<file path="src/sv/tfrce_pkg.sv">
package tfrce_pkg;

  localparam int unsigned DATA_W = 8;
  localparam int unsigned ADDR_W = 2;
  localparam int unsigned KIND_W = 2;
  localparam int unsigned CNT_W  = 3;

  // result kinds
  localparam logic [KIND_W-1:0] KIND_NONE  = 2'd0;
  localparam logic [KIND_W-1:0] KIND_PRINT = 2'd1;
  localparam logic [KIND_W-1:0] KIND_ERROR = 2'd2;

  // instruction classes, top two bits give the alu group
  localparam logic [1:0] GRP_ALU   = 2'b10;
  localparam logic [5:0] OP_LOAD   = 6'd48;
  localparam logic [5:0] OP_PRINT  = 6'd49;

  // target of the immediate move
  localparam logic [ADDR_W-1:0] REG_MOVE = 2'd3;

  // alu operation in bits 5..4
  localparam logic [1:0] ALU_ADD = 2'd0;
  localparam logic [1:0] ALU_SUB = 2'd1;
  localparam logic [1:0] ALU_MUL = 2'd2;
  localparam logic [1:0] ALU_DIV = 2'd3;

  // last divider step
  localparam logic [CNT_W-1:0] DIV_LAST = 3'd7;

  typedef enum logic [1:0] {
    ST_IDLE,
    ST_EXEC,
    ST_DIV,
    ST_EMIT
  } ctrl_state_t;

  typedef struct packed {
    logic accept;    // latch request and read operands
    logic exec;      // execute latched instruction
    logic div_step;  // one restoring divide step
    logic out_load;  // move pending result to output register
  } ctl_cmd_t;

  typedef struct packed {
    logic div_start; // latched instruction needs the divider
    logic div_done;  // divider on its last step
    logic out_free;  // output register can take a result
  } dp_sts_t;

endpackage

</file>
<file path="src/sv/tfrce_ctrl.sv">
module tfrce_ctrl (
  input  logic                clk,
  input  logic                rst_n,
  input  logic                in_valid,
  input  tfrce_pkg::dp_sts_t  sts,
  output tfrce_pkg::ctl_cmd_t cmd,
  output logic                busy
);

  tfrce_pkg::ctrl_state_t state_r, state_nxt;

  always_ff @(posedge clk) begin
    if (!rst_n) begin
      state_r <= tfrce_pkg::ST_IDLE;
    end else begin
      state_r <= state_nxt;
    end
  end

  // next state
  always_comb begin
    state_nxt = state_r;
    case (state_r)
      tfrce_pkg::ST_IDLE: begin
        if (in_valid) begin
          state_nxt = tfrce_pkg::ST_EXEC;
        end
      end
      tfrce_pkg::ST_EXEC: begin
        if (sts.div_start) begin
          state_nxt = tfrce_pkg::ST_DIV;
        end else begin
          state_nxt = tfrce_pkg::ST_EMIT;
        end
      end
      tfrce_pkg::ST_DIV: begin
        if (sts.div_done) begin
          state_nxt = tfrce_pkg::ST_EMIT;
        end
      end
      tfrce_pkg::ST_EMIT: begin
        if (sts.out_free) begin
          state_nxt = tfrce_pkg::ST_IDLE;
        end
      end
      default: state_nxt = tfrce_pkg::ST_IDLE;
    endcase
  end

  // outputs
  always_comb begin
    cmd  = '0;
    busy = 1'b1;
    case (state_r)
      tfrce_pkg::ST_IDLE: begin
        busy       = 1'b0;
        cmd.accept = in_valid;
      end
      tfrce_pkg::ST_EXEC: cmd.exec = 1'b1;
      tfrce_pkg::ST_DIV:  cmd.div_step = 1'b1;
      tfrce_pkg::ST_EMIT: cmd.out_load = sts.out_free;
      default: busy = 1'b1;
    endcase
  end

endmodule

</file>
<file path="src/sv/tfrce_dp.sv">
module tfrce_dp (
  input  logic                                     clk,
  input  logic                                     rst_n,
  input  tfrce_pkg::ctl_cmd_t                      cmd,
  output tfrce_pkg::dp_sts_t                       sts,
  input  logic [tfrce_pkg::DATA_W-1:0]             in_instruction,
  input  logic [tfrce_pkg::DATA_W-1:0]             in_input_value,
  output logic                                     out_valid,
  input  logic                                     out_stall,
  output logic [tfrce_pkg::KIND_W-1:0]             out_kind,
  output logic [tfrce_pkg::DATA_W-1:0]             out_printed_value
);

  localparam int unsigned DW = tfrce_pkg::DATA_W;
  localparam int unsigned AW = tfrce_pkg::ADDR_W;

  logic [DW-1:0] rf_r [4];

  logic [DW-1:0] ins_r, inval_r, opa_r, opb_r;
  logic          halted_r;
  logic [tfrce_pkg::KIND_W-1:0] res_kind_r;
  logic [DW-1:0] res_val_r;

  logic [DW-1:0] quo_r, rem_r;
  logic [tfrce_pkg::CNT_W-1:0] cnt_r;

  logic out_valid_r;
  logic [tfrce_pkg::KIND_W-1:0] out_kind_r;
  logic [DW-1:0] out_val_r;

  // decode of the latched instruction
  logic          is_move, is_alu, is_load, is_print, is_err;
  logic [1:0]    alu_op;
  logic [AW-1:0] dst_a, src_a;
  logic [DW-1:0] alu_res;
  logic [2*DW-1:0] prod;

  // register file write port
  logic          wr_en;
  logic [AW-1:0] wr_addr;
  logic [DW-1:0] wr_data;

  // divider step
  logic [DW:0]   trial;
  logic [DW-1:0] quo_nxt, rem_nxt;

  always_comb begin
    is_move  = ~ins_r[DW-1];
    is_alu   = (ins_r[DW-1 -: 2] == tfrce_pkg::GRP_ALU);
    is_load  = (ins_r[DW-1:2] == tfrce_pkg::OP_LOAD);
    is_print = (ins_r[DW-1:2] == tfrce_pkg::OP_PRINT);
    alu_op   = ins_r[5:4];
    dst_a    = ins_r[3:2];
    src_a    = ins_r[1:0];
    is_err   = ~(is_move | is_alu | is_load | is_print) |
               (is_alu & (alu_op == tfrce_pkg::ALU_DIV) & (opb_r == '0));
    prod     = opa_r * opb_r;
    case (alu_op)
      tfrce_pkg::ALU_ADD: alu_res = opa_r + opb_r;
      tfrce_pkg::ALU_SUB: alu_res = opa_r - opb_r;
      tfrce_pkg::ALU_MUL: alu_res = prod[DW-1:0];
      default:            alu_res = '0;
    endcase
  end

  always_comb begin
    trial = {rem_r, quo_r[DW-1]} - {1'b0, opb_r};
    if (!trial[DW]) begin
      rem_nxt = trial[DW-1:0];
      quo_nxt = {quo_r[DW-2:0], 1'b1};
    end else begin
      rem_nxt = {rem_r[DW-2:0], quo_r[DW-1]};
      quo_nxt = {quo_r[DW-2:0], 1'b0};
    end
  end

  always_comb begin
    wr_en   = 1'b0;
    wr_addr = dst_a;
    wr_data = alu_res;
    if (cmd.exec && !halted_r && !is_err) begin
      if (is_move) begin
        wr_en   = 1'b1;
        wr_addr = tfrce_pkg::REG_MOVE;
        wr_data = {1'b0, ins_r[DW-2:0]};
      end else if (is_alu && alu_op != tfrce_pkg::ALU_DIV) begin
        wr_en = 1'b1;
      end else if (is_load) begin
        wr_en   = 1'b1;
        wr_addr = src_a;
        wr_data = inval_r;
      end
    end else if (cmd.div_step && cnt_r == tfrce_pkg::DIV_LAST) begin
      wr_en   = 1'b1;
      wr_data = quo_nxt;
    end
  end

  // register file: one write, two registered reads
  always_ff @(posedge clk) begin
    if (!rst_n) begin
      for (int i = 0; i < 4; i++) begin
        rf_r[i] <= '0;
      end
    end else if (wr_en) begin
      rf_r[wr_addr] <= wr_data;
    end
  end

  always_ff @(posedge clk) begin
    if (cmd.accept) begin
      ins_r   <= in_instruction;
      inval_r <= in_input_value;
      opa_r   <= rf_r[in_instruction[3:2]];
      opb_r   <= rf_r[in_instruction[1:0]];
    end
  end

  always_ff @(posedge clk) begin
    if (!rst_n) begin
      halted_r <= 1'b0;
    end else if (cmd.exec && is_err) begin
      halted_r <= 1'b1;
    end
  end

  // pending result
  always_ff @(posedge clk) begin
    if (cmd.exec) begin
      if (halted_r) begin
        res_kind_r <= tfrce_pkg::KIND_NONE;
        res_val_r  <= '0;
      end else if (is_err) begin
        res_kind_r <= tfrce_pkg::KIND_ERROR;
        res_val_r  <= '0;
      end else if (is_print) begin
        res_kind_r <= tfrce_pkg::KIND_PRINT;
        res_val_r  <= opb_r;
      end else begin
        res_kind_r <= tfrce_pkg::KIND_NONE;
        res_val_r  <= '0;
      end
    end
  end

  // restoring divider
  always_ff @(posedge clk) begin
    if (cmd.exec) begin
      quo_r <= opa_r;
      rem_r <= '0;
      cnt_r <= '0;
    end else if (cmd.div_step) begin
      quo_r <= quo_nxt;
      rem_r <= rem_nxt;
      cnt_r <= cnt_r + 1'b1;
    end
  end

  // output register
  always_ff @(posedge clk) begin
    if (!rst_n) begin
      out_valid_r <= 1'b0;
    end else if (cmd.out_load) begin
      out_valid_r <= 1'b1;
    end else if (!out_stall) begin
      out_valid_r <= 1'b0;
    end
  end

  always_ff @(posedge clk) begin
    if (cmd.out_load) begin
      out_kind_r <= res_kind_r;
      out_val_r  <= res_val_r;
    end
  end

  assign sts.div_start = ~halted_r & ~is_err & is_alu & (alu_op == tfrce_pkg::ALU_DIV);
  assign sts.div_done  = (cnt_r == tfrce_pkg::DIV_LAST);
  assign sts.out_free  = ~out_valid_r | ~out_stall;

  assign out_valid         = out_valid_r;
  assign out_kind          = out_kind_r;
  assign out_printed_value = out_val_r;

endmodule

</file>
<file path="src/sv/tiny_four_register_cpu_execute.sv">
// a taken request goes through exec, then emit, which loads the result into the
//   output register once it is free; a divide runs the 8 steps of the restoring
//   divider between exec and emit; requests are taken one at a time
// the result sits in an output register, so a new request is taken while it waits
// reset (rst_n low, synchronous): registers cleared to zero, halt flag cleared,
//   no result pending
module tiny_four_register_cpu_execute (
  input  logic       clk,
  input  logic       rst_n,
  // request channel
  input  logic       in_valid,
  output logic       in_stall,
  input  logic [7:0] in_instruction,
  input  logic [7:0] in_input_value,
  // result channel
  output logic       out_valid,
  input  logic       out_stall,
  output logic [1:0] out_kind,
  output logic [7:0] out_printed_value
);

  // command and status between the sequencer and the datapath
  tfrce_pkg::ctl_cmd_t cmd;
  tfrce_pkg::dp_sts_t  sts;
  logic                busy;

  // sequencer: idle -> exec -> (div x8) -> emit -> idle
  tfrce_ctrl u_ctrl (
    .clk      (clk),
    .rst_n    (rst_n),
    .in_valid (in_valid),
    .sts      (sts),
    .cmd      (cmd),
    .busy     (busy)
  );

  // register file, decode, alu, divider and output register
  tfrce_dp u_dp (
    .clk               (clk),
    .rst_n             (rst_n),
    .cmd               (cmd),
    .sts               (sts),
    .in_instruction    (in_instruction),
    .in_input_value    (in_input_value),
    .out_valid         (out_valid),
    .out_stall         (out_stall),
    .out_kind          (out_kind),
    .out_printed_value (out_printed_value)
  );

  // no request is taken while reset is held or an instruction is in flight
  assign in_stall = ~rst_n | busy;

endmodule

</file>
<file path="config.mk">
export PLATFORM = sky130hd
export DESIGN_NAME = tiny_four_register_cpu_execute
export DESIGN_NICKNAME = d
export VERILOG_FILES = /design/src/sv/tfrce_pkg.sv /design/src/sv/tfrce_ctrl.sv /design/src/sv/tfrce_dp.sv /design/src/sv/tiny_four_register_cpu_execute.sv
export SDC_FILE = /design/constraint.sdc
export NUM_CORES = 1
export LEC_CHECK = 0
export BUFFER_PORTS_ARGS = -buffer_cell sky130_fd_sc_hd__buf_2
export CAP_MARGIN = 20
export CELL_PAD_IN_SITES_DETAIL_PLACEMENT = 0
export CELL_PAD_IN_SITES_GLOBAL_PLACEMENT = 2
export CORE_ASPECT_RATIO = 0.9
export CORE_MARGIN = 8
export CORE_UTILIZATION = 39
export CTS_BUF_LIST = sky130_fd_sc_hd__clkbuf_8
export DETAILED_ROUTE_END_ITERATION = 8
export PLACE_DENSITY_LB_ADDON = 0.1
export SLEW_MARGIN = 20
export SYNTH_ARGS = -nofsm -noshare
export SYNTH_HDL_FRONTEND = slang
export SYNTH_SLANG_ARGS = --single-unit
</file>
<file path="constraint.sdc">
create_clock -name clk -period 4.15 [get_ports clk]
set_input_delay 0 -clock clk [delete_from_list [all_inputs] [get_ports clk]]
set_output_delay 0 -clock clk [all_outputs]
set_load 0.03 [all_outputs]
</file>
# After elaboration in Yosys (flattened, before gate mapping)
# Memories as Yosys holds them, arrays and structs flattened. A register that Yosys moved wholly into a read port is not among the register bits.
# Cells that the tools add are included.
# W data, S select, Z words.
# classes
n_addsub	4
mul	1
eq_ne	15
mux	40
bitwise_logic	19
reduce_logical	15
# ops
operator	count
$mux W8	9
$pmux W8 S3	1
$mux W1	20
$mux W2	9
$eq A6 B6 Y1 const B	2
$eq A2 B2 Y1 const B	5
$sub A9 B8 Y9	1
$add A8 B8 Y8	1
$logic_not A8 Y1	1
$mul A8 B8 Y8	1
$not A1 Y1	8
$pmux W2 S4	1
$reduce_or A8 Y1	1
$sub A8 B8 Y8	1
$ne A2 B2 Y1 const B	3
$or A1 B1 Y1	6
$and A1 B1 Y1	5
$logic_and A1 B1 Y1	5
$eq A2 B1 Y1 const B	2
$logic_not A2 Y1	2
$ne A2 B1 Y1 const B	2
$add A3 B1 Y3 const B	1
$eq A3 B3 Y1 const B	1
$reduce_and A3 Y1	1
4 further kinds	5
# word_totals
regBits	59
ramBits	32
inputBits	20
out_inout_bits	12
wordCells	108
memories	1
# memory_table
name	depth	word_bits	read_ports	rd_ports_with_merged_regs	write_ports	line	rtl
u_dp.rf_r	4	8	2	2	4	tfrce_dp.sv:17	logic [DW-1:0] rf_r [4];

# Logic depth before layout (Yosys ltp)
# Gate-level depths: netlist of run 1.
# depth
ltp_word	14
mapped_depth	17

# By module
# From an unflattened synthesis of run 1, not the netlist that was laid out.
# unflattened
hier_cells	584
area_unflattened_um2	6660.1
# modules_own_cells
module	instances	cells_each	area_each_um2
tfrce_dp	1	556	6422.4
tfrce_ctrl	1	27	231.5
tiny_four_register_cpu_execute	1	1	6.3

# Least setup slack after synthesis of run 1
# Ideal clock, no wire load.
# synth_timing
path_kind	flip-flop to flip-flop
start	register u_dp.opb_r[4] (read register of u_dp.rf_r)
end	memory u_dp.rf_r[2][7] (netlist name) (data pin)
arrival_ns	4.054
required_ns	3.893
path_slack_ns	-0.160
path_stages_with_launch	17
path_buffers	1
period_less_slack_ns	4.310
cell_sequence	edfxtp_1 clkbuf_1 nand2_1 fa_1 fa_1 inv_1 fa_1 inv_1 fa_1 inv_1 ha_1 a21oi_1 xnor3_1 xnor3_1 o221ai_1 nand3_1 nor2_1
# synth_rtl
item	line	rtl
start, declared	tfrce_dp.sv:19	logic [DW-1:0] ins_r, inval_r, opa_r, opb_r;
end, declared	tfrce_dp.sv:17	

==> reports/metrics.yaml, run 1 <==
floorplan:
  core_um2: 16720
  die_w_um: 153.0
  row_count: 45
  die_h_um: 139.3
  dieArea_um2: 21320
  start_util_pct: 39.42
  ios: 32
yosys:
  netlist_instances: 581
  yosys-top-cells-area: "edfxtp_1 42%, ha_1 7.6%, mux4_2 5.5%"
  yosysWarnings: 0
  synth_top_area_share_pct: 41.91
  syn_avg_cell_area_um2: 11.34
  syn_area_um2: 6591
  ys_seq_area_share_pct: 46.47
  synth_edf_count: 92
  synthFlopType: "edfxtp_1"
  syn_nets: 655
  synth_seq_cells: 107
  yosys.area.top_type: "edfxtp_1"
  synth.distinct_cells: 67
  synthArstFlopShare_pct: 0
cells_and_area:
  post_route_cells_drive_above_1_share_pct: 22.44
  layout_common_cells: "92 x edfxtp_1, 66 x nor2_1, 48 x inv_1"
  fillers: 1568
  seq_area_um2: 3063
  multi_input_area_um2: 3278
  area_delta_synth_final_pct: 16.14
  antenna_cells: 0
  final_common_cell: "edfxtp_1"
  nets: 733
cts:
  cts.htree.levels: 3
  numCtsBuffers: 9
  tritoncts: "built"
  root_buffer: "clkbuf_8"
  clk_latency_ns: 0.38
  cts.sinks: 107
  clkTransAtPathRegs_ns: 0.12
  cts.path.max_buffers: 2
placement:
  port_buffers: 31
  gp_congestion: 0.8343
  hpwl_mm: 12.72
sta:
  setup_viol: 0
  finalSetupTns_ns: 0
  fin_skew_ns: 0.02338
  fmax_ghz: 0.2418
  slew_viol_final: 0
  min_period_over_period_pct: 99.67
  hold_viol: 0
  rsz0062_at_grt: "true"
  final.min_clock_period_ns: 4.136
  worstMarginPinSlew_ns: 0.7475
  relSlewSlack_pct: 49.87
run_status:
  status: "complete, no violations"
global_route:
  grt_pass1_vias: 4649
  antenna_found_initial: 1
  grt_max_degree: 33
  grt_util_all_layers_pct: 15.90
  grt-ovfl-total: 0
  grt_pass1_wl_mm: 26.25
pwr:
  seq_power_share_pct: 29.9
  p_sw_mw: 2.371
  powerDensity_nw_per_um2: 726.8
  p_leak_nw: 3.050
  p_int_mw: 3.193
  swShare_pct: 42.61
  p_comb_share_pct: 58.6
  ir_drop_v: 0.0002263
  clockPowerShare_pct: 11.5
  total_power_mw: 5.564
setup_path:
  crit_path_end_kind: "flop"
  path_class: "reg -> reg"
  critPathMaxFanout: 4
  cp.arrival_ns: 4.29
  required_ns: 4.31
  worst_setup_path_start_kind: "flop"
hold_path:
  hold_class: "in -> reg"
drt:
  ant_nets: 0
  route.detailed.drc: 0
  vias: 4543
  routed_via_density: 5.192
  dr.first_iter.drc_count: 317
  routed_wirelength_mm: 16.58
  drt_pass1_iterations: 4
  wl_per_cell_um: 18.94
job:
  cap_viol_max_count: 0
## logic make-up (layout without fill, tap and decap cells)
kind of cell	count (synthesis)	after routing	synth area share, %
and+or+nand+nor	175	175	13.12
xor gates and xnor gates	29	29	4.271
buffers and inverters	77	160	4.840
DFF	107	107	46.47
muxes	35	35	8.561
adders and majority gates	54	54	11.85
AOI/OAI and AO/OA	104	104	10.90
## power groups by stage
stage / Clock [mW] / Sequential, mW / Combinational [mW]
3_5_place_dp: 0 / 1.69 / 3.08
2_1_floorplan: 0 / 1.66 / 2.14
6_report: 0.639 / 1.66 / 3.26
3_3_place_gp: 0 / 1.68 / 3.05
5_1_grt: 0.701 / 1.69 / 3.63
4_1_cts: 0.660 / 1.66 / 3.26
## Yosys cell counts (4+ instances only)
library cell,n
edfxtp_1,92
nor2_1,66
inv_1,51
ha_1,40
nand2_1,40
xnor2_1,23
a21oi_1,21
o21ai_0,21
mux4_2,16
dfxtp_1,15
fa_1,14
clkbuf_1,13
nor2b_1,12
mux2i_1,11
a211oi_1,10
and2_1,9
nor3_1,8
nor4_1,8
o21a_1,8
mux2_2,7
buf_2,6
nand3_1,5
o21ai_1,5
a21o_1,4
nand2b_1,4
o211ai_1,4
xor2_1,4
## per-layer routing
metal | routed length (um) | part of all wire, % | global-route usage (%) | vias up
met3 | 459 | 2.8 | 3.188 | 6
met5 | 13 | 0.078 | 0 | -
li1 | - | - | - | 2249
met4 | 94 | 0.57 | 3.486 | 2
met2 | 7419 | 45 | 25.13 | 74
met1 | 8590 | 52 | 22.10 | 2212
## per-stage QoR
stage                     cell area (um2)  std cells  setup slack [ns]  hold slack (ns)  utilization, %
final                                7655        875           0.01363          0.02873           45.78
after global routing                 7655        875           -0.1991          0.02431           45.78
after CTS                            7626        875          0.002500          0.01010           45.60
after detailed placement             7208        840           -0.2764           0.1781           43.11
after global placement               7208        840           -0.1550           0.1773           43.11
after floorplan                      6598        581           0.01414          0.09887               -
## worst max-delay path, cell delays in order, from the launching register on
cell,delay [ns]
edfxtp_1,0.41
nand2_2,0.08
fa_2,0.41
fa_1,0.53
inv_1,0.05
fa_1,0.47
inv_1,0.05
fa_1,0.49
inv_2,0.05
ha_4,0.24
and2_1,0.13
mux2i_1,0.12
o211ai_1,0.20
nor3b_1,0.28
a311oi_2,0.06
buf_4,0.19
and4b_1,0.17
## final timing paths
check,from,endpoint,slack [ns],cells after the start
min reg2reg,u_dp.res_val_r[2],u_dp.out_printed_value[2],0.43,0
max reg2reg,u_dp.opb_r[4],u_dp.rf_r[2][6],0.01,16
max,u_dp.opb_r[4],u_dp.rf_r[2][6],0.01,16
min,in_instruction[2],u_dp.ins_r[2],0.03,1
## registers in the layout, indices dropped and copies added, names as in the netlist
name	cells
u_dp.cnt_r	3
u_dp.opb_r	8
u_dp.rf_r	32
u_dp.out_valid	1
u_dp.out_kind	2
u_ctrl.state_r	2
u_dp.res_val_r	8
u_dp.inval_r	8
u_dp.res_kind_r	2
u_dp.out_printed_value	8
u_dp.ins_r	8
u_dp.halted_r	1
u_dp.opa_r	8
u_dp.rem_r	8
u_dp.quo_r	8
## layout make-up
cell class / instances / area share (%)
clock inverters: 7 / 0.8990
multi-input cells: 397 / 42.82
clock buffers: 9 / 1.618
flip-flops and latches: 107 / 40.01
repair buffers: 93 / 8.696
well taps: 211 / 3.449
inverters: 51 / 2.501
## what timing repair did
item / 4_1_cts / 5_1_grt
buffers inserted: 4 / 0
hold buffers: 15 / 0
hold endpoints to repair: 15 / 0
pin swaps: 12 / 10
setup endpoints to repair: 8 / 8
gates resized for setup: 10 / 5
Power figures use the tool's default switching activity.
==> run 2: changes to the inputs <==
Settings changed: CORE_MARGIN 8 to 3, CORE_UTILIZATION 39 to 44.
Clock period 4.15 ns to 4.4 ns, I/O delays scaled along.
==> reports/metrics.yaml, run 2 (synthesis results as in run 1) <==
drt:
  ant_nets: 0
  route.detailed.drc: 0
  dr.first_iter.drc_count: 315
  routed_via_density: 5.252
  vias: 4454
  wl_per_cell_um: 18.32
  routed_wirelength_mm: 15.54
  drt_pass1_iterations: 4
cts:
  cts.sinks: 107
  cts.path.max_buffers: 2
  clk_latency_ns: 0.38
  cts.htree.levels: 3
  numCtsBuffers: 9
  tritoncts: "built"
  clkTransAtPathRegs_ns: 0.11
  root_buffer: "clkbuf_8"
sta:
  fin_skew_ns: 0.02167
  worstMarginPinSlew_ns: 0.6137
  min_period_over_period_pct: 96.15
  relSlewSlack_pct: 59.09
  fmax_ghz: 0.2364
  slew_viol_final: 0
  setup_viol: 0
  hold_viol: 0
  setup_slack_ns: 0.1694
  final.min_clock_period_ns: 4.231
global_route:
  met3_usage_pct: 3.840
  grt_max_degree: 33
  antenna_found_initial: 0
  use_met2_pct: 30.44
  grt_util_met1_pct: 29.55
  grt_pass1_wl_mm: 24.94
  grt-ovfl-total: 0
  grt_util_all_layers_pct: 20.01
  grt-busiest-layer: "met2"
  grt_pass1_vias: 4518
floorplan:
  die_h_um: 122.1
  core_um2: 14310
  start_util_pct: 46.05
  dieArea_um2: 16490
  row_count: 41
  ios: 32
  die_w_um: 135.0
pwr:
  p_sw_mw: 2.190
  p_comb_share_pct: 57.7
  clockPowerShare_pct: 11.5
  p_leak_nw: 3.006
  seq_power_share_pct: 30.8
  p_int_mw: 2.911
  powerDensity_nw_per_um2: 676.6
  ir_drop_v: 0.0003246
  swShare_pct: 42.94
hold_path:
  hold_class: "in -> reg"
  hold_depth: 1
cells_and_area:
  nets: 724
  largest_reg_flops: 32
  post_route_cells_drive_above_1_share_pct: 20.61
  antenna_cells: 0
  final_common_cell: "edfxtp_1"
  layout_common_cells: "92 x edfxtp_1, 65 x nor2_1, 50 x inv_1"
  area_delta_synth_final_pct: 14.39
  top_register: "u_dp.rf_r"
  fin_cells: 848
placement:
  pre_cts_slack_ns: -0.06814
  gp_congestion: 0.8577
  port_buffers: 31
  dpl.cell_count: 812
  hpwl_mm: 11.90
job:
  cap_viol_max_count: 0
run_status:
  status: "complete, no violations"
setup_path:
  path_class: "reg -> reg"
  critPathMaxFanout: 4
  cp.arrival_ns: 4.38
  required_ns: 4.55
  crit_path_end_kind: "flop"
  r2r_slack_ns: 0.17
  reg2reg_depth: 16
  worst_setup_path_start_kind: "flop"
## run 2: critical path: stages, from the launching register on
cell and delay, ns:
edfxtp_1 0.40, nand2_1 0.10, fa_1 0.54, inv_1 0.05, ha_1 0.31, fa_1 0.56
inv_1 0.06, fa_1 0.52, inv_1 0.06, ha_4 0.24, and2_1 0.13, mux2i_1 0.14
o211ai_1 0.22, nor3b_1 0.26, a311oi_1 0.08, buf_4 0.15, and4b_1 0.18
## run 2: power by group through the flow
stage | Sequential (mW) | Clock [mW] | Combinational [mW]
2_1_floorplan | 1.56 | 0 | 2.02
3_3_place_gp | 1.58 | 0 | 2.77
3_5_place_dp | 1.59 | 0 | 2.79
4_1_cts | 1.57 | 0.610 | 2.86
5_1_grt | 1.60 | 0.648 | 3.29
6_report | 1.57 | 0.587 | 2.94
## run 2: layer usage
layer  vias to the layer above  share of wire [%]
li1                       2228                  -
met1                      2117                 50
met2                        95                 44
met3                        14                4.7
met4                         0                1.4
met5                         -                  0
## run 2: final timing paths
| path | start | end |
|---|---|---|
| max | u_dp.opa_r[2] | u_dp.rf_r[2][6] |
| min | in_instruction[2] | u_dp.ins_r[2] |
| max reg2reg | u_dp.opa_r[2] | u_dp.rf_r[2][6] |
| min reg2reg | u_dp.res_val_r[0] | u_dp.out_printed_value[0] |
## run 2: final cells by class
type / instances / area (um2)
well taps: 193 / 241.5
multi-input cells: 397 / 3257
repair buffers: 84 / 594.3
clock inverters: 7 / 68.82
fillers: 1289 / 6773
flip-flops and latches: 107 / 3063
clock buffers: 9 / 123.9
inverters: 51 / 191.4
## run 2: stage by stage
stage	area (um2)	utilization, %	TNS [ns]	hold slack, ns	power (mW)
final	7540	52.68	0	0.03752	5.101
after global routing	7540	52.68	-0.01231	0.01447	5.534
after CTS	7476	52.23	0	0.0009355	5.036
after detailed placement	7108	49.66	-0.2099	0.1781	4.384
after global placement	7108	49.66	0	0.1766	4.356
after floorplan	6591	-	0	0.09887	3.581
## run 2: timing repair
item / in CTS / in global routing
buffers inserted: 2 / 3
hold buffers: 15 / 0
endpoints found under the hold margin: 15 / 0
gates resized for setup: 2 / 10
endpoints found under the setup margin: 4 / 8
pin swaps: 2 / 8
